**src/hdl/vm_integer_alu_and_branch_compare_unit_assert.svh**
```systemverilog
// assertion macros for the vm alu and branch compare unit
// depends on nothing; included by modules that assert
`ifndef VM_INTEGER_ALU_AND_BRANCH_COMPARE_UNIT_ASSERT_SVH
`define VM_INTEGER_ALU_AND_BRANCH_COMPARE_UNIT_ASSERT_SVH
// implication checked at every edge outside reset
`define VMALU_ASSERT(label, clk, rst, prop, msg) \
   label: assert property (@(posedge clk) disable iff (rst) prop) else $error(msg);
// implication checked during reset too
`define VMALU_ASSERT_ALWAYS(label, clk, prop, msg) \
   label: assert property (@(posedge clk) prop) else $error(msg);
`endif

```
**src/hdl/vmalu_pkg.sv**
```systemverilog
// package for the vm alu and branch compare unit
// types, operation codes and the shared request struct; no dependencies
package vmalu_pkg;
   localparam int WordBits = 32;
   localparam int KindBits = 5;
   localparam int DivSteps = 4;   // quotient bits per divider stage
   localparam int DivStages = WordBits / DivSteps;
   localparam int PipeDepth = DivStages + 2;
   localparam int QueueDepth = 4;
   localparam int QueueBits = $clog2(QueueDepth);
   localparam int CountBits = $clog2(PipeDepth + QueueDepth + 1);

   typedef enum logic [KindBits-1:0] {
      K_ADD = 5'd0, K_SUB = 5'd1, K_MUL = 5'd2, K_DIV = 5'd3, K_MOD = 5'd4,
      K_NEG = 5'd5, K_AND = 5'd6, K_OR = 5'd7, K_XOR = 5'd8, K_NOT = 5'd9,
      K_SHL = 5'd10, K_LSHR = 5'd11, K_ASHR = 5'd12, K_SEXT16 = 5'd13,
      K_SEXT8 = 5'd14, K_JZ = 5'd15, K_JNZ = 5'd16, K_JEQ = 5'd17, K_JNE = 5'd18,
      K_JLT = 5'd19, K_JGT = 5'd20, K_JLE = 5'd21, K_JGE = 5'd22, K_JLTU = 5'd23,
      K_JGTU = 5'd24, K_JLEU = 5'd25, K_JGEU = 5'd26
   } kind_type;

   // operation class chosen by the front end
   typedef enum logic [1:0] {
      C_SIMPLE = 2'd0, C_MUL = 2'd1, C_DIV = 2'd2, C_MOD = 2'd3
   } class_type;

   typedef struct packed {
      class_type            cls;
      logic [WordBits-1:0]  simple;   // finished result for simple kinds
      logic                 taken;
      logic [WordBits-1:0]  a;
      logic [WordBits-1:0]  b;
   } op_type;

   typedef struct packed {
      logic [WordBits-1:0] word;
      logic                taken;
      logic                derr;
   } rsp_type;
endpackage

```
**src/hdl/vmalu_front.sv**
```systemverilog
// front end: classifies a request and computes the simple and branch kinds combinationally
// depends on vmalu_pkg
module vmalu_front import vmalu_pkg::*; (
   input  logic [KindBits-1:0] kind,
   input  logic [WordBits-1:0] a,
   input  logic [WordBits-1:0] b,
   output op_type              op
);
   logic slt, sgt, ult, ugt, big;
   logic [WordBits-1:0] sra;

   always_comb begin
      slt = $signed(a) < $signed(b);
      sgt = $signed(b) < $signed(a);
      ult = a < b;
      ugt = b < a;
      big = |b[WordBits-1:5];
      sra = WordBits'($signed(a) >>> b[4:0]);
      op.cls = C_SIMPLE;
      op.simple = '0;
      op.taken = 1'b0;
      op.a = a;
      op.b = b;
      // decode the kind
      unique case (kind)
         K_ADD:    op.simple = a + b;
         K_SUB:    op.simple = a - b;
         K_MUL:    op.cls = C_MUL;
         K_DIV:    op.cls = C_DIV;
         K_MOD:    op.cls = C_MOD;
         K_NEG:    op.simple = '0 - a;
         K_AND:    op.simple = a & b;
         K_OR:     op.simple = a | b;
         K_XOR:    op.simple = a ^ b;
         K_NOT:    op.simple = ~a;
         K_SHL:    op.simple = big ? '0 : a << b[4:0];
         K_LSHR:   op.simple = big ? '0 : a >> b[4:0];
         K_ASHR:   op.simple = big ? {WordBits{a[WordBits-1]}} : sra;
         K_SEXT16: op.simple = {{16{a[15]}}, a[15:0]};
         K_SEXT8:  op.simple = {{24{a[7]}}, a[7:0]};
         K_JZ:     op.taken = (a == '0);
         K_JNZ:    op.taken = (a != '0);
         K_JEQ:    op.taken = (a == b);
         K_JNE:    op.taken = (a != b);
         K_JLT:    op.taken = slt;
         K_JGT:    op.taken = sgt;
         K_JLE:    op.taken = !sgt;
         K_JGE:    op.taken = !slt;
         K_JLTU:   op.taken = ult;
         K_JGTU:   op.taken = ugt;
         K_JLEU:   op.taken = !ugt;
         K_JGEU:   op.taken = !ult;
         default:  op.simple = '0;
      endcase
   end
endmodule

```
**config.mk**
```make
export PLATFORM = sky130hd
export DESIGN_NAME = vmalu_front
export DESIGN_NICKNAME = d
export VERILOG_FILES = /design/src/hdl/vm_integer_alu_and_branch_compare_unit_assert.svh /design/src/hdl/vmalu_pkg.sv /design/src/hdl/vmalu_front.sv
export SDC_FILE = /design/constraint.sdc
export NUM_CORES = 1
export LEC_CHECK = 0
export ABC_AREA = 1
export ABC_CLOCK_PERIOD_IN_PS = 3300
export BUFFER_PORTS_ARGS = -buffer_cell sky130_fd_sc_hd__clkbuf_2
export CORE_ASPECT_RATIO = 1.4
export CORE_UTILIZATION = 25
export DETAILED_ROUTE_END_ITERATION = 10
export PLACE_DENSITY_LB_ADDON = 0.1
export SYNTH_ARGS = -nofsm -noshare
export SYNTH_HDL_FRONTEND = slang
export SYNTH_SLANG_ARGS = --single-unit
```
**constraint.sdc**
```tcl
create_clock -name vclk -period 3.3
set_clock_uncertainty 0.15 [all_clocks]
set_input_delay 0.33 -clock vclk [all_inputs]
set_output_delay 0.33 -clock vclk [all_outputs]
set_load 0.01 [all_outputs]
```
==> results of run 1 <==
[routing by layer]
layer,up-vias,global-route usage (%)
met2,747,59.4
met4,2,20.9
met1,8737,39.0
li1,8762,-
met3,187,2.23
met5,-,0
[cell usage after synthesis, types with 4 or more instances]
cell       number  area (µm²)
nand2_1       739        2770
nand3_1       383        1920
nor2_1        269        1010
inv_1         261         980
a21oi_1       143         716
ha_1          134        1680
o21ai_0       132         661
buf_4          73         548
buf_2          62         310
nand4_1        45         282
o211ai_1       44         330
clkbuf_1       35         131
nor3_1         35         175
o22ai_1        22         138
inv_2          15        56.3
nor2_2         14        87.6
o21bai_1       12        90.1
o21a_1          9        67.6
nor4_1          8        50.1
nand2_2         6        37.5
nand3b_1        6        45.0
o21ai_1         6        30.0
or2_2           6        37.5
xor2_1          6        52.6
and2_1          5        31.3
buf_6           5        56.3
nor2_4          5        56.3
o2111ai_1       4        35.0
[power breakdown]
group,internal (mW),switching [mW]
combinational,0.815,1.64
clock,0,0
sequential,0,0
[layout by cell type (no fill, tap or decap), drive strengths merged, types with 4 or more instances in the layout]
cell     count
a21boi       5
a21oi      143
and2         5
buf        282
clkbuf     168
ha         134
inv        275
nand2      745
nand3      384
nand3b       6
nand4       45
nor2       288
nor3        38
nor4         8
o2111ai      4
o211ai      44
o21a         9
o21ai      138
o21bai      12
o22ai       22
or2          6
xor2         6
[per-stage QoR]
step	setup TNS [ns]	util [%]
floorplan	0	-
global placement	-0.0784	31.1
detailed placement	-0.0542	31.1
CTS	0	31.1
global route	-0.0831	31.3
finish	0	31.3
[kinds of logic after synthesis]
family / count (synthesis)
compound gates: 390
simple gates: 1526
fa+ha+maj: 136
mux: 2
xor+xnor: 6
buf+inv: 460
[repair_timing]
action,in CTS,in global routing
setup endpoints to repair,2,23
gates resized for setup,2,42
hold endpoints to repair,0,0
setup buffers,0,1
pin swaps,0,1
[worst max-delay path by stage]
stage	startpoint	end	slack [ns]	cells past startpoint
6_report	kind[3]	op[71]	0.1	13
4_1_cts	a[1]	op[76]	0.02	17
2_1_floorplan	b[2]	op[94]	0.28	16
3_3_place_gp	a[0]	op[77]	-0.06	17
5_1_grt	b[2]	op[64]	-0.05	14
3_5_place_dp	a[16]	op[88]	-0.04	15
[cell type report]
| type | instances | area, µm² |
|---|---|---|
| inverter | 279 | 1050 |
| fill | 5951 | 34300 |
| multi-input combinational | 2060 | 10700 |
| timing repair buffer | 450 | 3150 |
| tap | 643 | 805 |
==> impl_metrics.tcl, run 1 <==
set metrics [dict create \
    slowest_delay_ns 0.45 \
    grt_pass1_vias 18230 \
    fin_area_mm2 0.0157 \
    rsz0062_at_grt "true" \
    detail-route-antenna-nets 0 \
    cts_hold_buffers 0 \
    final_cells 3432 \
    diodes 0 \
    nClkBuffers 0 \
    p_leak_nw 8.35 \
    numPortBuffers 168 \
    seq_cells 0 \
    wl_um 88100 \
    hold_end "op[27]" \
    drv_slew 0 \
    drc 0 \
    syn_inst 2520 \
    slew_headroom_pct 54.1 \
    finalCriticalPeriod_ns 3.20 \
    timing.final.crit_share_pct 97.1 \
    synthAdderAreaFrac_pct 13.6 \
    cp-end-kind "primary output" \
    dieArea_mm2 0.0516 \
    met2_length_um 42900 \
    hold_viol_final 0 \
    drtPass1Iterations 5 \
    seq_area_um2 0 \
    antenna_found_initial 1 \
    avgSynthCellArea_um2 5.03 \
    drt_iter0_drc 1506 \
    nNetsFinal 2996 \
    setup_viol 0 \
    arrival_ns 2.72 \
    worstSetupPathType "input pin to primary output" \
    io_pins 168 \
    critical_path.cell_chain "clkbuf_2 -> inv_2 -> nor2_2 -> inv_2 -> nor2_2 -> inv_2 -> o22ai_1 -> nor3_1 -> buf_4 -> o211ai_1 -> nor2_1 -> nand2_1 -> clkbuf_2" \
    worst_slew_pin_slew_ns 0.684 \
    wl_met3_um 4110 \
    wl_per_cell_um 25.7 \
    ys_seq_area_share_pct 0 \
    hp-class "input pin to primary output" \
    hold_start "b[27]" \
    top_layer "met5" \
    grt_pass1_wl_um 124000 \
    cp-start-kind "input pin" \
    synth_top_family_by_area "simple AND/OR/NAND/NOR gates" \
    die_x_um 192 \
    dpl.hpwl_um 74900 \
    synthMuxAreaShare_pct 0.158 \
    cp_num_buf_inv 6 \
    initial_utilization_pct 25.3 \
    syn_area_mm2 0.0127 \
    dp.cells 3431 \
    via_per_inst 5.37 \
    place_ws_ns -0.0397 \
    vias 18435 \
    area_growth_pct 23.7 \
    placed_area_mm2 0.0155 \
    synth-compound-area-share_pct 17.4 \
    cpMostUsedCell "inv_2" \
    fp.dieH_um 268 \
    gp_congestion 0.998 \
    drt-met1-wl_um 34500 \
    status "complete, no violations" \
    drive_gt1_share_pct 19.2 \
    yosys_warnings 0 \
    synth_xor_area_share_pct 0.415 \
    fin_ws_ns 0.0969 \
    track_usage_pct 33.6 \
    synth_cell_type_count 44 \
    synthSimpleGateAreaFrac_pct 51.7 \
    total_power_mw 2.46 \
    vdd_drop_max_mv 0.0690 \
    row_count 97 \
    crit_fanout 14 \
    syn-num-nets 2725 \
    grt_max_degree 73 \
    powerDensity_mw_per_mm2 157 \
    grt-ovfl-total 0 \
    cp.required_ns 2.82 \
    max_freq_mhz 312 \
    maxCapViolCount 0 \
    cp_slowest_cell "nor3_1" \
    cpLargestDelayFamily "buffers and inverters" \
    holdPathStages 2 \
    whs_ns 0.745 \
    core_area_mm2 0.0500 \
]
Note: power is estimated with default switching activity, not from simulation.
==> run 2: changes to the inputs <==
--- a/config.mk
+++ b/config.mk
@@ -7,10 +7,10 @@
 export LEC_CHECK = 0
 export ABC_AREA = 1
 export ABC_CLOCK_PERIOD_IN_PS = 3300
-export BUFFER_PORTS_ARGS = -buffer_cell sky130_fd_sc_hd__clkbuf_2
 export CORE_ASPECT_RATIO = 1.4
-export CORE_UTILIZATION = 25
+export CORE_UTILIZATION = 31
 export DETAILED_ROUTE_END_ITERATION = 10
+export DONT_BUFFER_PORTS = 1
 export PLACE_DENSITY_LB_ADDON = 0.1
 export SYNTH_ARGS = -nofsm -noshare
 export SYNTH_HDL_FRONTEND = slang
==> impl_metrics.tcl, run 2 (synthesis results as in run 1) <==
set metrics [dict create \
    critical_path.cell_chain "inv_1 -> ha_1 -> inv_1 -> nand2_2 -> nor3_2 -> nand2_1 -> nand2_1 -> nand2_1 -> nand2_2 -> nand2_1 -> nand2_2 -> nand2_1 -> nand2_1 -> nand2_1 -> nor2_1 -> nand3_1" \
    max_freq_mhz 319 \
    utilization_pct 33.4 \
    holdPathStages 0 \
    slew_headroom_pct 49.5 \
    fp.dieH_um 241 \
    grt-ovfl-total 0 \
    timing.final.crit_share_pct 95.0 \
    p_comb_share_pct 100.0 \
    vias 17496 \
    rsz0062_at_grt "false" \
    placed_area_mm2 0.0134 \
    hold_end "op[13]" \
    core_area_mm2 0.0403 \
    grt_pass1_vias 16899 \
    dieArea_mm2 0.0417 \
    hold_viol_final 0 \
    final_cell_mix "nand2_1, nand3_1, nor2_1" \
    drv_slew 0 \
    cpMostUsedCell "nand2_1" \
    fillerInstances 4855 \
    cpLargestDelayFamily "simple AND/OR/NAND/NOR gates" \
    p_leak_nw 6.94 \
    drtPass1Iterations 6 \
    detail-route-antenna-nets 0 \
    wl_per_cell_um 26.4 \
    crit_start "a[6]" \
    hold_start "b[13]" \
    drive_gt1_share_pct 8.16 \
    switching_power_mw 1.33 \
    via_per_inst 5.79 \
    hp-class "input pin to primary output" \
    tns_ns 0 \
    nClkBuffers 0 \
    p_seq_share_pct 0 \
    worst_slew_pin_slew_ns 0.757 \
    worstSetupPathType "input pin to primary output" \
    postCtsSetupRepairBufs 0 \
    seq_area_um2 0 \
    cp-start-kind "input pin" \
    dpl.hpwl_um 66000 \
    seq_cells 0 \
    maxCapViolCount 0 \
    area_growth_pct 6.19 \
    drc 0 \
    total_power_mw 1.90 \
    track_usage_pct 37.1 \
    grt_pass1_wl_um 114000 \
    p_int_uw 573 \
    nNetsFinal 2695 \
    cp.required_ns 2.82 \
    initial_utilization_pct 31.4 \
    status "complete, no violations" \
    fin_area_mm2 0.0134 \
    dp.cells 3022 \
    gp_congestion 1.00 \
    die_x_um 173 \
    grt_max_degree 70 \
    fin_ws_ns 0.165 \
    arrival_ns 2.66 \
    numPortBuffers 0 \
    antenna_found_initial 2 \
    powerDensity_mw_per_mm2 141 \
    cp_num_buf_inv 2 \
    setup_viol 0 \
    pwr-share-clk_pct 0 \
    cp_slowest_cell "ha_1" \
    place_ws_ns 0.144 \
    final_cells 3022 \
    io_pins 168 \
    diodes 0 \
    whs_ns 0.510 \
    row_count 87 \
    wl_um 79600 \
    finalCriticalPeriod_ns 3.14 \
    vdd_drop_max_mv 0.0477 \
    swShare_pct 69.8 \
    final_common_cell "nand2_1" \
    crit_fanout 11 \
    slowest_delay_ns 0.41 \
    cp-end-kind "primary output" \
    drt_iter0_drc 1850 \
]
run 2: cell count changes in the layout (fill, tap and decap cells not counted), moves of 4 or more:
cell / change
a21oi_2: -4
nor2_2: -6
o21ai_1: -6
a21oi_1: +4
nand2_2: -8
o21ai_0: +7
nand3_2: -5
clkbuf_2: -168
nand2_1: +8
buf_12: -10
nor2_1: +7
buf_4: -123
nand3_1: +5
run 2: power by group through the flow:
stage	registers [mW]	logic [mW]	clock network (mW)
2_1_floorplan	0	1.27	0
3_3_place_gp	0	1.85	0
3_5_place_dp	0	1.84	0
4_1_cts	0	1.85	0
5_1_grt	0	2.05	0
6_report	0	1.90	0
run 2: final cells by class:
type / instances / area [µm²] / share of cell area, %
Multi-Input combinational cell: 2060 / 10600 / 78.5
Timing Repair Buffer: 149 / 1180 / 8.78
Inverter: 279 / 1050 / 7.79
Tap cell: 534 / 668 / 4.97
run 2: worst max path at each step:
stage,end,slack [ns],depth (start not counted)
after floorplan,op[94],0.28,16
after global placement,op[95],0.14,16
after detailed placement,op[82],0.14,13
after CTS,op[82],0.14,13
after global routing,op[64],0.02,13
final,op[64],0.16,16
run 2: timing repair:
| item | in CTS | in global routing |
|---|---|---|
| endpoints found under the setup margin | 0 | 4 |
| gates resized for setup | 0 | 3 |
| hold endpoints to repair | 0 | 0 |
| hold buffers | 0 | 0 |
run 2: layer usage:
layer  share of wire, %  wire length, µm  vias to the layer above  global-route usage [%]
li1                   -                -                     8132                       -
met1                 38            30300                     8262                    42.2
met2                 48            38200                      868                    66.5
met3                6.4             5120                      232                    3.47
met4                7.5             5980                        2                    24.1
met5              0.016               13                        -                       0
