**src/hdl/vm_integer_alu_and_branch_compare_unit_assert.svh**
```systemverilog
// assertion macros for the vm alu and branch compare unit
// depends on nothing; included by modules that assert
`ifndef VM_INTEGER_ALU_AND_BRANCH_COMPARE_UNIT_ASSERT_SVH
`define VM_INTEGER_ALU_AND_BRANCH_COMPARE_UNIT_ASSERT_SVH
// implication checked at every edge outside reset
`define VMALU_ASSERT(label, clk, rst, prop, msg) \
   label: assert property (@(posedge clk) disable iff (rst) prop) else $error(msg);
// implication checked during reset too
`define VMALU_ASSERT_ALWAYS(label, clk, prop, msg) \
   label: assert property (@(posedge clk) prop) else $error(msg);
`endif

```
**src/hdl/vmalu_pkg.sv**
```systemverilog
// package for the vm alu and branch compare unit
// types, operation codes and the shared request struct; no dependencies
package vmalu_pkg;
   localparam int WordBits = 32;
   localparam int KindBits = 5;
   localparam int DivSteps = 4;   // quotient bits per divider stage
   localparam int DivStages = WordBits / DivSteps;
   localparam int PipeDepth = DivStages + 2;
   localparam int QueueDepth = 4;
   localparam int QueueBits = $clog2(QueueDepth);
   localparam int CountBits = $clog2(PipeDepth + QueueDepth + 1);

   typedef enum logic [KindBits-1:0] {
      K_ADD = 5'd0, K_SUB = 5'd1, K_MUL = 5'd2, K_DIV = 5'd3, K_MOD = 5'd4,
      K_NEG = 5'd5, K_AND = 5'd6, K_OR = 5'd7, K_XOR = 5'd8, K_NOT = 5'd9,
      K_SHL = 5'd10, K_LSHR = 5'd11, K_ASHR = 5'd12, K_SEXT16 = 5'd13,
      K_SEXT8 = 5'd14, K_JZ = 5'd15, K_JNZ = 5'd16, K_JEQ = 5'd17, K_JNE = 5'd18,
      K_JLT = 5'd19, K_JGT = 5'd20, K_JLE = 5'd21, K_JGE = 5'd22, K_JLTU = 5'd23,
      K_JGTU = 5'd24, K_JLEU = 5'd25, K_JGEU = 5'd26
   } kind_type;

   // operation class chosen by the front end
   typedef enum logic [1:0] {
      C_SIMPLE = 2'd0, C_MUL = 2'd1, C_DIV = 2'd2, C_MOD = 2'd3
   } class_type;

   typedef struct packed {
      class_type            cls;
      logic [WordBits-1:0]  simple;   // finished result for simple kinds
      logic                 taken;
      logic [WordBits-1:0]  a;
      logic [WordBits-1:0]  b;
   } op_type;

   typedef struct packed {
      logic [WordBits-1:0] word;
      logic                taken;
      logic                derr;
   } rsp_type;
endpackage

```
**src/hdl/vmalu_fifo.sv**
```systemverilog
// short request queue between front and back
// depends on vmalu_pkg
module vmalu_fifo import vmalu_pkg::*; (
   input  logic   clock,
   input  logic   reset,
   input  logic   push,
   input  op_type push_data,
   input  logic   pop,
   output op_type pop_data,
   output logic   empty,
   output logic   full
);
   op_type mem_ff [QueueDepth];
   logic [QueueBits-1:0] wr_ff, rd_ff;
   logic [QueueBits:0]   cnt_ff;

   assign empty = (cnt_ff == '0);
   assign full = (cnt_ff == (QueueBits+1)'(QueueDepth));
   assign pop_data = mem_ff[rd_ff];

   // storage
   always_ff @(posedge clock) begin
      if (push && !full) mem_ff[wr_ff] <= push_data;
   end

   // pointers
   always_ff @(posedge clock) begin
      if (reset) begin
         wr_ff <= '0;
         rd_ff <= '0;
         cnt_ff <= '0;
      end else begin
         if (push && !full) wr_ff <= wr_ff + 1'b1;
         if (pop && !empty) rd_ff <= rd_ff + 1'b1;
         cnt_ff <= cnt_ff + (QueueBits+1)'(push && !full) - (QueueBits+1)'(pop && !empty);
      end
   end
endmodule

```
**config.mk**
```make
export PLATFORM = sky130hd
export DESIGN_NAME = vmalu_fifo
export DESIGN_NICKNAME = d
export VERILOG_FILES = /design/src/hdl/vm_integer_alu_and_branch_compare_unit_assert.svh /design/src/hdl/vmalu_pkg.sv /design/src/hdl/vmalu_fifo.sv
export SDC_FILE = /design/constraint.sdc
export NUM_CORES = 1
export LEC_CHECK = 0
export BUFFER_PORTS_ARGS = -buffer_cell sky130_fd_sc_hd__buf_2
export CELL_PAD_IN_SITES_DETAIL_PLACEMENT = 0
export CELL_PAD_IN_SITES_GLOBAL_PLACEMENT = 1
export CORE_MARGIN = 10
export CORE_UTILIZATION = 38
export DETAILED_ROUTE_END_ITERATION = 12
export HOLD_SLACK_MARGIN = 0.12
export PLACE_DENSITY_LB_ADDON = 0.1
export RECOVER_POWER = 25
export SLEW_MARGIN = 20
export SYNTH_ARGS = -nofsm -noshare
export SYNTH_HDL_FRONTEND = slang
export SYNTH_SLANG_ARGS = --single-unit
```
**constraint.sdc**
```tcl
create_clock -name clock -period 4.87 [get_ports clock]
set_clock_uncertainty 0.05 [all_clocks]
set_input_delay 0.974 -clock clock [delete_from_list [all_inputs] [get_ports clock]]
set_output_delay 0.974 -clock clock [all_outputs]
set_load 0.01 [all_outputs]
```
==> results of run 1 <==
[kinds of logic (layout without fill, tap and decap cells)]
| logic type | after synthesis | after routing | share of synthesized area, % |
|---|---|---|---|
| AOI/OAI and AO/OA | 5 | 5 | 0.187 |
| xor gates and xnor gates | 3 | 3 | 0.179 |
| adders and majority gates | 7 | 7 | 0.646 |
| buffers and inverters | 31 | 299 | 1.11 |
| DFF | 405 | 405 | 82.0 |
| muxes | 100 | 100 | 15.2 |
| other | 0 | 4 | 0 |
| and+or+nand+nor | 17 | 17 | 0.638 |
[layout make-up]
| cell class | count | area [um^2] |
|---|---|---|
| fill | 3319 | 20700 |
| timing repair buffer | 214 | 1080 |
| clock inverter | 20 | 223 |
| tap | 518 | 648 |
| multi-input combinational | 132 | 2490 |
| clock buffer | 57 | 1170 |
| sequential | 405 | 12100 |
| antenna | 4 | 10.0 |
| inverter | 8 | 30.0 |
[through the flow]
| step | instances | power [uW] |
|---|---|---|
| 2_1_floorplan | 568 | 5630 |
| 3_3_place_gp | 1277 | 6410 |
| 3_5_place_dp | 1277 | 6460 |
| 6_report | 1358 | 9510 |
| 4_1_cts | 1354 | 9720 |
| 5_1_grt | 1357 | 9950 |
[cells in the mapped netlist]
master	count	area share (%)
sky130_fd_sc_hd__buf_6	1	0.077
sky130_fd_sc_hd__dfxtp_1	9	1.2
sky130_fd_sc_hd__buf_2	10	0.34
sky130_fd_sc_hd__fa_1	1	0.14
sky130_fd_sc_hd__o21ai_0	2	0.068
sky130_fd_sc_hd__nand2_1	1	0.025
sky130_fd_sc_hd__a21oi_1	2	0.068
sky130_fd_sc_hd__nor2_1	4	0.10
sky130_fd_sc_hd__mux2i_1	1	0.068
sky130_fd_sc_hd__clkbuf_1	9	0.23
sky130_fd_sc_hd__nor3b_1	1	0.051
sky130_fd_sc_hd__xor2_1	1	0.060
sky130_fd_sc_hd__edfxtp_1	396	81
sky130_fd_sc_hd__o31ai_1	1	0.051
sky130_fd_sc_hd__mux4_2	99	15
sky130_fd_sc_hd__nor3_1	1	0.034
sky130_fd_sc_hd__xnor2_1	2	0.12
sky130_fd_sc_hd__inv_1	8	0.20
sky130_fd_sc_hd__ha_1	6	0.51
sky130_fd_sc_hd__or3_1	2	0.085
sky130_fd_sc_hd__buf_4	1	0.051
sky130_fd_sc_hd__and2_1	4	0.17
sky130_fd_sc_hd__nand2b_1	2	0.085
sky130_fd_sc_hd__buf_8	2	0.20
sky130_fd_sc_hd__nor2b_1	2	0.085
[worst reg2reg max path, delay by kind of cell (launching register included)]
kind / cells / cell delay (ns)
DFF: 1 / 0.41
and+or+nand+nor: 3 / 1.29
buffers and inverters: 1 / 0.46
[state kept, by name, summed over array words and instances, names as in the netlist, named ones only]
register,flops
mem_ff,396
cnt_ff,3
rd_ff,2
wr_ff,2
[how the worst max path moves through the flow]
stage | end | slack, ns | cells past startpoint
floorplan | mem_ff[0][0]$_DFFE_PP_ | 0.76 | 3
global placement | pop_data[62] | 1.70 | 3
detailed placement | mem_ff[3][42]$_DFFE_PP_ | 1.65 | 5
CTS | pop_data[57] | 1.05 | 3
global route | pop_data[10] | 0.96 | 3
finish | pop_data[57] | 1.18 | 3
[power by group]
group | internal, uW | total, uW | switching [uW] | leakage, uW
clock network | 1950 | 3220 | 1270 | 0.000681
logic | 925 | 1900 | 980 | 0.00136
registers | 4190 | 4380 | 191 | 0.00370
[layer usage]
layer  track usage, %  vias up  share of wire [%]
met1             16.7     3542                 41
met4             3.87        6                1.5
met2             21.9      175                 51
li1                 -     2924                  -
met3             4.70       44                7.1
met5                0        -              0.085
==> impl_summary.md, run 1 <==
STA
Dividing the final minimum period by the clock period gives between 70 and 80%. The relative max-transition margin is about two fifths. After layout, the minimum clock period comes to between 3 and 4 ns. Setup slack closes at 1.18 ns. For the pin with the worst max-slew slack, the measured transition is approximately 0.91 ns. The final hold violation count is 0. Setup violations remaining at the end of the flow were counted as 0. The maximum clock rate is 0.271 GHz. Setup repair after global routing left no endpoint under its margin. The total negative setup slack is 0 ns. The max-slew violation count came to 0. The hold slack is 0.449 ns.

Route
Dividing the detail-routed wire length by the instance count gives 23.3 um. After detailed routing, the number of remaining DRC violations is 0. Once detail routing completed, the nets flagged for antenna violations numbered 0. The first TritonRoute pass finished after 4 iterations. The number of design-rule violations left by the first detailed-router iteration is between 300 and 400.

Detailed routing inserted a total of about 6700 vias. For this block, the routed nets add up to 31700 um of wire. In the routed layout, each cell is associated on average with a via count of between 4 and 5.

Floorplanning
The core area is 0.0385 mm^2. The die covers 0.0470 mm^2. Measured along the y axis, the die boundary spans roughly 220 um. The effective utilization at floorplan is between 30% and 40%. The count of standard-cell rows is 72. For this design the top-level I/O count stands at 204. The die is roughly 220 um wide.

Synth
The synthesized net count is between 600 and 700. In this run, synthesis produced a sequential element count of between 400 and 500. After technology mapping, the gate count stands at 568. The cell area after synthesis is ~0.015 mm^2. Synthesis instantiated 25 different standard cells from the library. For this run, the register share of the synthesized area comes to about 80%. The average size of a mapped cell is roughly 26 um^2. Yosys printed 0 warnings.

Worst setup path
Counting both buffers and inverters, the worst setup path holds a total of 2. The maximum fanout along the worst path is 38. The biggest cell delay along the critical path is ~0.92 ns.

For this design, the slowest cell found on the critical path is sky130_fd_sc_hd__dfxtp_4. The signal on the critical path passes through buf_12 -> mux4_2 -> buf_2. The reg-to-reg setup timing slack is about 2.3 ns. The worst-case reg-to-reg path depth is 4. The endpoint identified for the worst register-to-register timing path is mem_ff[3][81]$_DFFE_PP_. The setup path with the least slack is of type register to output port. STA classifies the critical path startpoint as a register. Broken down by cell family, the worst path's largest delay share belongs to flip-flops.

Data on the critical path is required at its endpoint by around 3.9 ns. The type of destination of the critical path is an output port. Data on the critical path arrives at its endpoint at approximately 2.7 ns. In this run the critical register-to-register path is launched from cnt_ff[1]$_SDFF_PP0_.

Finish
The area growth from synthesis to final layout is 20.5%. In the layout the commonest cells are sky130_fd_sc_hd__edfxtp_1, sky130_fd_sc_hd__buf_2, sky130_fd_sc_hd__mux4_2, sky130_fd_sc_hd__clkbuf_1, sky130_fd_sc_hd__clkbuf_16. The area of all placed cells without fillers is roughly 0.018 mm^2. At the end of the flow, the number of nets in the layout was 915. The post-route core utilization is between 40% and 50%. Leaving out fill and tap cells, the most frequent cell in the layout is sky130_fd_sc_hd__edfxtp_1.

The fraction of final layout cells sized beyond drive strength 1 is a little under two fifths.

Worst hold path
The tightest min-delay check is of the register to register type. The worst hold path passes through 2 cells. The startpoint identified for the worst hold timing path is rd_ff[1]$_SDFFE_PP0P_.

Status
The flow ran to the end, and the final reports show no timing, DRC or antenna violations.

Global routing
The pin count of the biggest net entering global routing is 57. The global-route wire length before repair is roughly 47000 um. The initial antenna violation count is 7.

The overflow left after global routing is 0. Global routing consumed, over all layers together, between 10% and 20% of the routing resources. The via count of the first global-routing pass is between 7000 and 8000.

Place
Summing all placed instances gives a cell area of approximately 0.016 mm^2. The wire-length estimate of the detail-placed layout is about 20000 um. The count of buffers from port buffering is slightly above 200. The final weighted congestion in routability-driven placement is ~0.71. The worst setup slack after placement is 1.65 ns.

Power
Power spread over the standard cell area amounts to around 540 mW/mm^2. Summed over all cells, the static leakage comes to around 0.0057 uW. VDD sags by at most roughly 0.30 mV.

Clocking
Buffers added to address setup during post-CTS repair amount to 0. For the worst-skew pair, the clock arrives at the later sink with an insertion delay of 0.56 ns. Counting every sink on the clock net gives 405.

The hold buffer count at CTS is 0. The depth of the CTS H-tree is 2. The number of cells upsized or downsized after cts is 0. The clock tree buffer depth is 3. Clock-pin slew was measured on the worst setup and hold paths at 0.06 ns. The number of clock buffers added by TritonCTS is between 40 and 50. The cell chosen for the clock root is sky130_fd_sc_hd__clkbuf_16. The clock tree from TritonCTS is yes.

Flow run
The count of maximum capacitance violations is 0.
(Power assumes the default switching activity.)
==> run 2, diff against run 1 <==
Clock period 4.87 ns to 3.4 ns, I/O delays scaled along.
==> run 2 against run 1 <==
Via count decreased by 0.99%; global-route usage decreased by 0.32 points; power rose by 41%; highest routed layer unchanged; count of clock-buffer cells in the layout is the same; clock power increased by 36%; sequential power up 40%; critical path depth unchanged; final cell count shrank 0.29%; largest power group unchanged; sequential cell count unchanged.
==> impl_summary.md, run 2 (synthesized netlist as in run 1, its figures left out) <==
Clocking
After clock tree synthesis, the setup repair step added 0 buffers. At the later pin of the worst-skew pair, clock insertion delay measures ~0.55 ns. The hold buffer count at CTS is 0.

The clock tree from TritonCTS is yes. The clock tree buffer depth is 3. The clock-pin slew of the registers on the worst-case setup and hold paths is 0.06 ns.

The total number of clock tree sinks is ~400. The total CTS buffers is 42. The depth of the CTS H-tree is 2. The cell chosen for the clock root is sky130_fd_sc_hd__clkbuf_16.

The number of cells upsized or downsized after cts is 0.

Place
The HPWL reported at the end of detailed placement is 19100 um. The final weighted congestion in routability-driven placement is 0.718. The count of buffers from port buffering is about 200.

Floorplanning
The effective utilization at floorplan is a little under two fifths. The die is 217 um tall. The chip width is approximately 220 um. The die footprint is between 0.04 and 0.05 mm^2. In this run the core area contains between 70 and 80 standard-cell rows. The count of boundary I/O pins is slightly above 200. The core area is about 0.038 mm^2.

Route
In the final routed layout, each cell accounts on average for 22.6 um. The average via count per standard cell is about 5. The detail route stage leaves a number of antenna-violating nets equal to 0. Wires add up to 30700 um. After detailed routing, the number of remaining DRC violations is 0. For this block, the initial DRC count from the detailed router was 349.

The detailed router placed approximately 6600 vias in this run. The first detailed-routing pass ran for 5 iterations.

STA
The max-slew violation count is 0. The worst path needs about 2.9 ns of the cycle, external delays included. The total negative setup slack is 0 ns. The final count of negative-setup-slack endpoints is 0. At the pin with the least slew margin, the transition time is around 0.58 ns.

The ratio of final minimum period to clock period is between 80% and 90%. The final hold violation count came to 0. The worst pin sits at a relative slew slack of about 60%.

The maximum clock rate is around 0.34 GHz. Setup repair after global routing left no endpoint under its margin.

Power
The static power due to leakage is about 0.0057 uW. The overall power of the completed layout is about 13000 uW. The total power divided by cell area is ~750 mW/mm^2. The maximum VDD drop is 0.490 mV.

Global routing
The initial antenna violation count was 5. The via count of the first global-routing pass was between 7000 and 8000. The pin count of the biggest net entering global routing is ~60. After global routing the overflow that remains totals 0.

The combined global-route utilization of all metal layers is about an eighth. The global-route wire length before repair is between 40000 and 50000 um.

Finish
The filler cell count in the final layout is 3272. The largest registers in the layout are mem_ff x396, cnt_ff x3. The number of flip-flops in the largest register is between 300 and 400. The library cells used most frequently in the layout, excluding fill and tap cells, are sky130_fd_sc_hd__edfxtp_1, sky130_fd_sc_hd__buf_2, sky130_fd_sc_hd__mux4_2, sky130_fd_sc_hd__clkbuf_1, sky130_fd_sc_hd__clkbuf_16.

In the final layout, the share of cells above drive strength 1 is approximately 37%. Relative to the synthesized area, the layout overhead comes to 20.6%. The final net count is a little over 900. More flip-flops sit in one register than any other, and that register is mem_ff. Leaving out fill and tap cells, the most frequent cell in the layout is sky130_fd_sc_hd__edfxtp_1.

Flow run
The count of maximum capacitance violations is 0.

Worst hold path
Along the worst hold path, the cell count comes to 1. The tightest min-delay check is of the primary input to register type.

Worst setup path
The worst-case reg-to-reg path depth is 10. The type of destination of the critical path is an output port. Along the worst path, the maximum fanout reaches 60.

STA classifies the critical path startpoint as a register. The data required time at the worst endpoint is ~2.7 ns. The arrival time of data at the critical path endpoint is 2.20 ns. The setup path with the least slack is of type register to output port.

Status
The run finished with clean final reports.
==> run 2: layout make-up <==
cell class	instances	area, um^2	area share [%]
inverters	8	30.0	0.169
diodes	2	5.00	0.0282
clock buffers	57	1120	6.30
multi-input cells	132	2490	14.0
repair buffers	215	1170	6.61
well taps	518	648	3.65
flip-flops and latches	405	12100	68.1
clock inverters	17	196	1.11
==> run 2: per-stage QoR <==
stage / util, % / setup WS (ns) / hold WS [ns] / cells / instance area (um^2)
3_5_place_dp: 42.9 / 0.685 / 0.433 / 1278 / 16500
3_3_place_gp: 42.9 / 0.769 / 0.415 / 1278 / 16500
4_1_cts: 46.3 / 0.400 / 0.248 / 1352 / 17800
6_report: 46.1 / 0.473 / 0.291 / 1354 / 17700
2_1_floorplan: - / 0.670 / 0.409 / 568 / 14700
5_1_grt: 46.1 / 0.339 / 0.273 / 1353 / 17700
==> run 2: worst max-delay path: stages (launching register included) <==
cell and delay [ns]:
sky130_fd_sc_hd__dfxtp_4 0.37, sky130_fd_sc_hd__buf_12 0.37, sky130_fd_sc_hd__mux4_2 0.61, sky130_fd_sc_hd__buf_2 0.17
==> run 2: worst paths after layout <==
kind	start	to	slack, ns
setup / recovery	register	pop_data[15]	0.47
hold / removal	push_data[68]	mem_ff[1][68]$_DFFE_PP_	0.29
setup reg to reg	cnt_ff[1]$_SDFF_PP0_	cnt_ff[2]$_SDFF_PP0_	0.98
hold reg to reg	rd_ff[1]$_SDFFE_PP0P_	register	0.45
==> run 2: per-layer routing <==
| metal | global-route usage [%] | share of wire (%) | up-vias |
|---|---|---|---|
| met4 | 4.29 | 2.4 | 4 |
| met1 | 15.4 | 39 | 3479 |
| li1 | - | - | 2912 |
| met2 | 22.0 | 51 | 175 |
| met5 | 0 | 0.055 | - |
| met3 | 4.72 | 7.3 | 55 |
==> run 2: power by group <==
part	internal [uW]	switching, uW	total, uW
combinational	1350	1510	2860
sequential	6000	140	6140
clock	2610	1770	4380
==> run 3, diff against run 2 <==
Settings changed: CAP_MARGIN from default to 20, CTS_BUF_LIST from default to sky130_fd_sc_hd__clkbuf_16, PLACE_DENSITY from default to 0.74, PLACE_DENSITY_LB_ADDON 0.1 to default.
==> run 3 against run 2 <==
Hold slack gained 0.014 ns; final cell count rose by 0.22%; die area unchanged; combinational power down 2%; register-to-register slack got worse by 0.02 ns; routed wire length decreased by 7.5%; critical path type unchanged; largest cell class unchanged.
==> impl_summary.md, run 3 (synthesized netlist as in run 1, its figures left out) <==
STA
The maximum clock rate is between 0.3 and 0.4 GHz. The ratio of final minimum period to clock period is 86.0%. For the pin with the worst max-slew slack, the measured transition is 0.470 ns. Setup repair after global routing left no endpoint under its margin. The minimum clock period after layout is approximately 2.9 ns. The final hold violation count is 0.

The relative max-transition margin is 68.7%. The hold slack is between 0.3 and 0.4 ns. The total negative setup slack is 0 ns.

The final count of negative-setup-slack endpoints is 0. The max-slew violation count is 0.

Worst setup path
The worst reg2reg path startpoint is cnt_ff[1]$_SDFF_PP0_. STA classifies the critical path endpoint as an output port. The worst setup path is of the register to output port kind.

The endpoint identified for the worst register-to-register timing path is cnt_ff[2]$_SDFF_PP0_. For the worst setup path, the data arrival time is 2.19 ns. The biggest cell delay along the critical path is around 0.57 ns. The reg-to-reg setup timing slack is around 0.96 ns. On the critical path, the stage with the largest delay is an instance of sky130_fd_sc_hd__dfxtp_4.

Traced cell by cell, the critical path runs through buf_12 -> mux4_2 -> buf_2. The data required time at the worst endpoint is around 2.7 ns. STA classifies the critical path startpoint as a register. In this run the worst path has a maximum fanout of 31. The worst-case reg-to-reg path depth is 10.

Floorplanning
The core area is approximately 0.038 mm^2. The initialized floorplan defines 72 standard-cell rows. Once the floorplan was initialized, standard cells occupied 38.3% of the core. In this run the count of I/O pins placed on the die edge is about 200.

The chip width is roughly 220 um. The die covers around 0.047 mm^2. The vertical die dimension is roughly 220 um.

Place
The count of buffers from port buffering is around 200. At the end of routability-driven placement, the weighted congestion stood at 0.690. The HPWL reported at the end of detailed placement is 17800 um.

Worst hold path
Along the worst hold path, the cell count comes to 1. The path with the worst hold slack has its endpoint at mem_ff[3][98]$_DFFE_PP_. The critical hold path startpoint is push_data[98]. The worst hold path belongs to the class primary input to register.

Route
In the final routed layout, each cell accounts on average for around 21 um. The pre-antenna-repair detailed-routing pass consisted of 4 iterations. In the routed design, unresolved DRC markers number 0. For this block, the routed nets add up to between 20000 and 30000 um of wire. The final route contains 6637 vias. The detailed router finished its first iteration with ~420 violations. In the routed layout, each cell is associated on average with a via count of roughly 5. The detail route stage leaves a number of antenna-violating nets equal to 0.

Flow run
The count of maximum capacitance violations is 0.

Clocking
The cell chosen for the clock root is sky130_fd_sc_hd__clkbuf_16. Counting along the longest clock path gives a buffer depth of 3. The buffer count from post-CTS setup fixing is 0. TritonCTS built the clock tree. The clock net in this run drives a total of 405 sinks.

The total CTS buffers is 41. The clock reaches the later pin of the worst-skew pair after roughly 0.53 ns. The hold buffer count at CTS is 0. The clock-pin slew of the registers on the worst-case setup and hold paths is 0.06 ns. The number of cells upsized or downsized after cts is 0. The depth of the CTS H-tree is 2.

Finish
The commonest non-fill, non-tap cell in the layout is sky130_fd_sc_hd__edfxtp_1. The number of flip-flops in the largest register is ~400. Summing all multi-input logic gate instances after layout gives approximately 0.0025 mm^2.

Relative to the synthesized area, the layout overhead comes to 20.1%. The register area is 0.0121 mm^2. In the layout the commonest cells are sky130_fd_sc_hd__edfxtp_1, sky130_fd_sc_hd__buf_2, sky130_fd_sc_hd__mux4_2, sky130_fd_sc_hd__clkbuf_1, sky130_fd_sc_hd__clkbuf_16. For this run, the post-layout net count is ~920. Cells fill around 46% of the core in the end. The register name with the most flops is mem_ff. The fraction of final layout cells sized beyond drive strength 1 is a little under two fifths.

The filler cell count in the final layout is 3247. The largest registers in the layout are mem_ff x396, cnt_ff x3.

Global routing
The global-route wire length before repair is 44400 um. The pin count of the biggest net entering global routing is 55. The combined global-route utilization of all metal layers is 12.3%.

The initial antenna violation count is 3. Global routing finished with a remaining overflow of 0. The via count of the first global-routing pass is approximately 7400.

Power
The analysis attributes to cell leakage a power of approximately 0.0058 uW. The maximum VDD drop is about 0.53 mV. Overall power consumption after layout is estimated at 13000 uW. The total power divided by cell area is about 740 mW/mm^2.

Status
The run finished with clean final reports.
-- run 3: metal layers --
layer	wire length, um	up-vias	global-route usage [%]
met5	15	-	0
li1	-	2928	-
met4	657	2	4.75
met2	14500	168	20.5
met1	11500	3488	14.8
met3	1750	51	3.65
-- run 3: stage by stage --
| stage | area (um^2) | instances | setup slack, ns |
|---|---|---|---|
| floorplan | 14700 | 568 | 0.670 |
| global placement | 16500 | 1284 | 0.723 |
| detailed placement | 16500 | 1284 | 0.645 |
| CTS | 17800 | 1356 | 0.371 |
| global route | 17700 | 1357 | 0.323 |
| finish | 17700 | 1357 | 0.476 |
-- run 3: worst max-delay path by stage --
| stage | start | end | slack [ns] | cells after the start |
|---|---|---|---|---|
| 2_1_floorplan | push | mem_ff[0][0]$_DFFE_PP_ | 0.67 | 3 |
| 3_5_place_dp | push | cnt_ff[2]$_SDFF_PP0_ | 0.65 | 11 |
| 3_3_place_gp | push | cnt_ff[2]$_SDFF_PP0_ | 0.72 | 11 |
| 5_1_grt | register | pop_data[46] | 0.32 | 3 |
| 6_report | register | pop_data[46] | 0.48 | 3 |
| 4_1_cts | register | pop_data[83] | 0.37 | 3 |
-- run 3: worst max-delay path: cells and delay by family (launching register included) --
| family | cells | cell delay [ns] |
|---|---|---|
| buffers and inverters | 2 | 0.48 |
| multiplexers | 1 | 0.57 |
| flip-flops | 1 | 0.57 |
-- run 3: cell type report --
cell class                      count  share of cell area, %
Antenna cell                        1                 0.0142
Clock buffer                       43                   6.09
Clock inverter                     29                  0.786
Inverter                            8                  0.170
Multi-Input combinational cell    132                   14.1
Sequential cell                   405                   68.3
Tap cell                          518                   3.67
Timing Repair Buffer              221                   6.83
-- run 3: where the power goes --
group / internal (uW) / switching [uW] / leakage, uW
registers: 6000 / 173 / 0.00370
logic: 1370 / 1440 / 0.00142
clock network: 2280 / 1760 / 0.000648
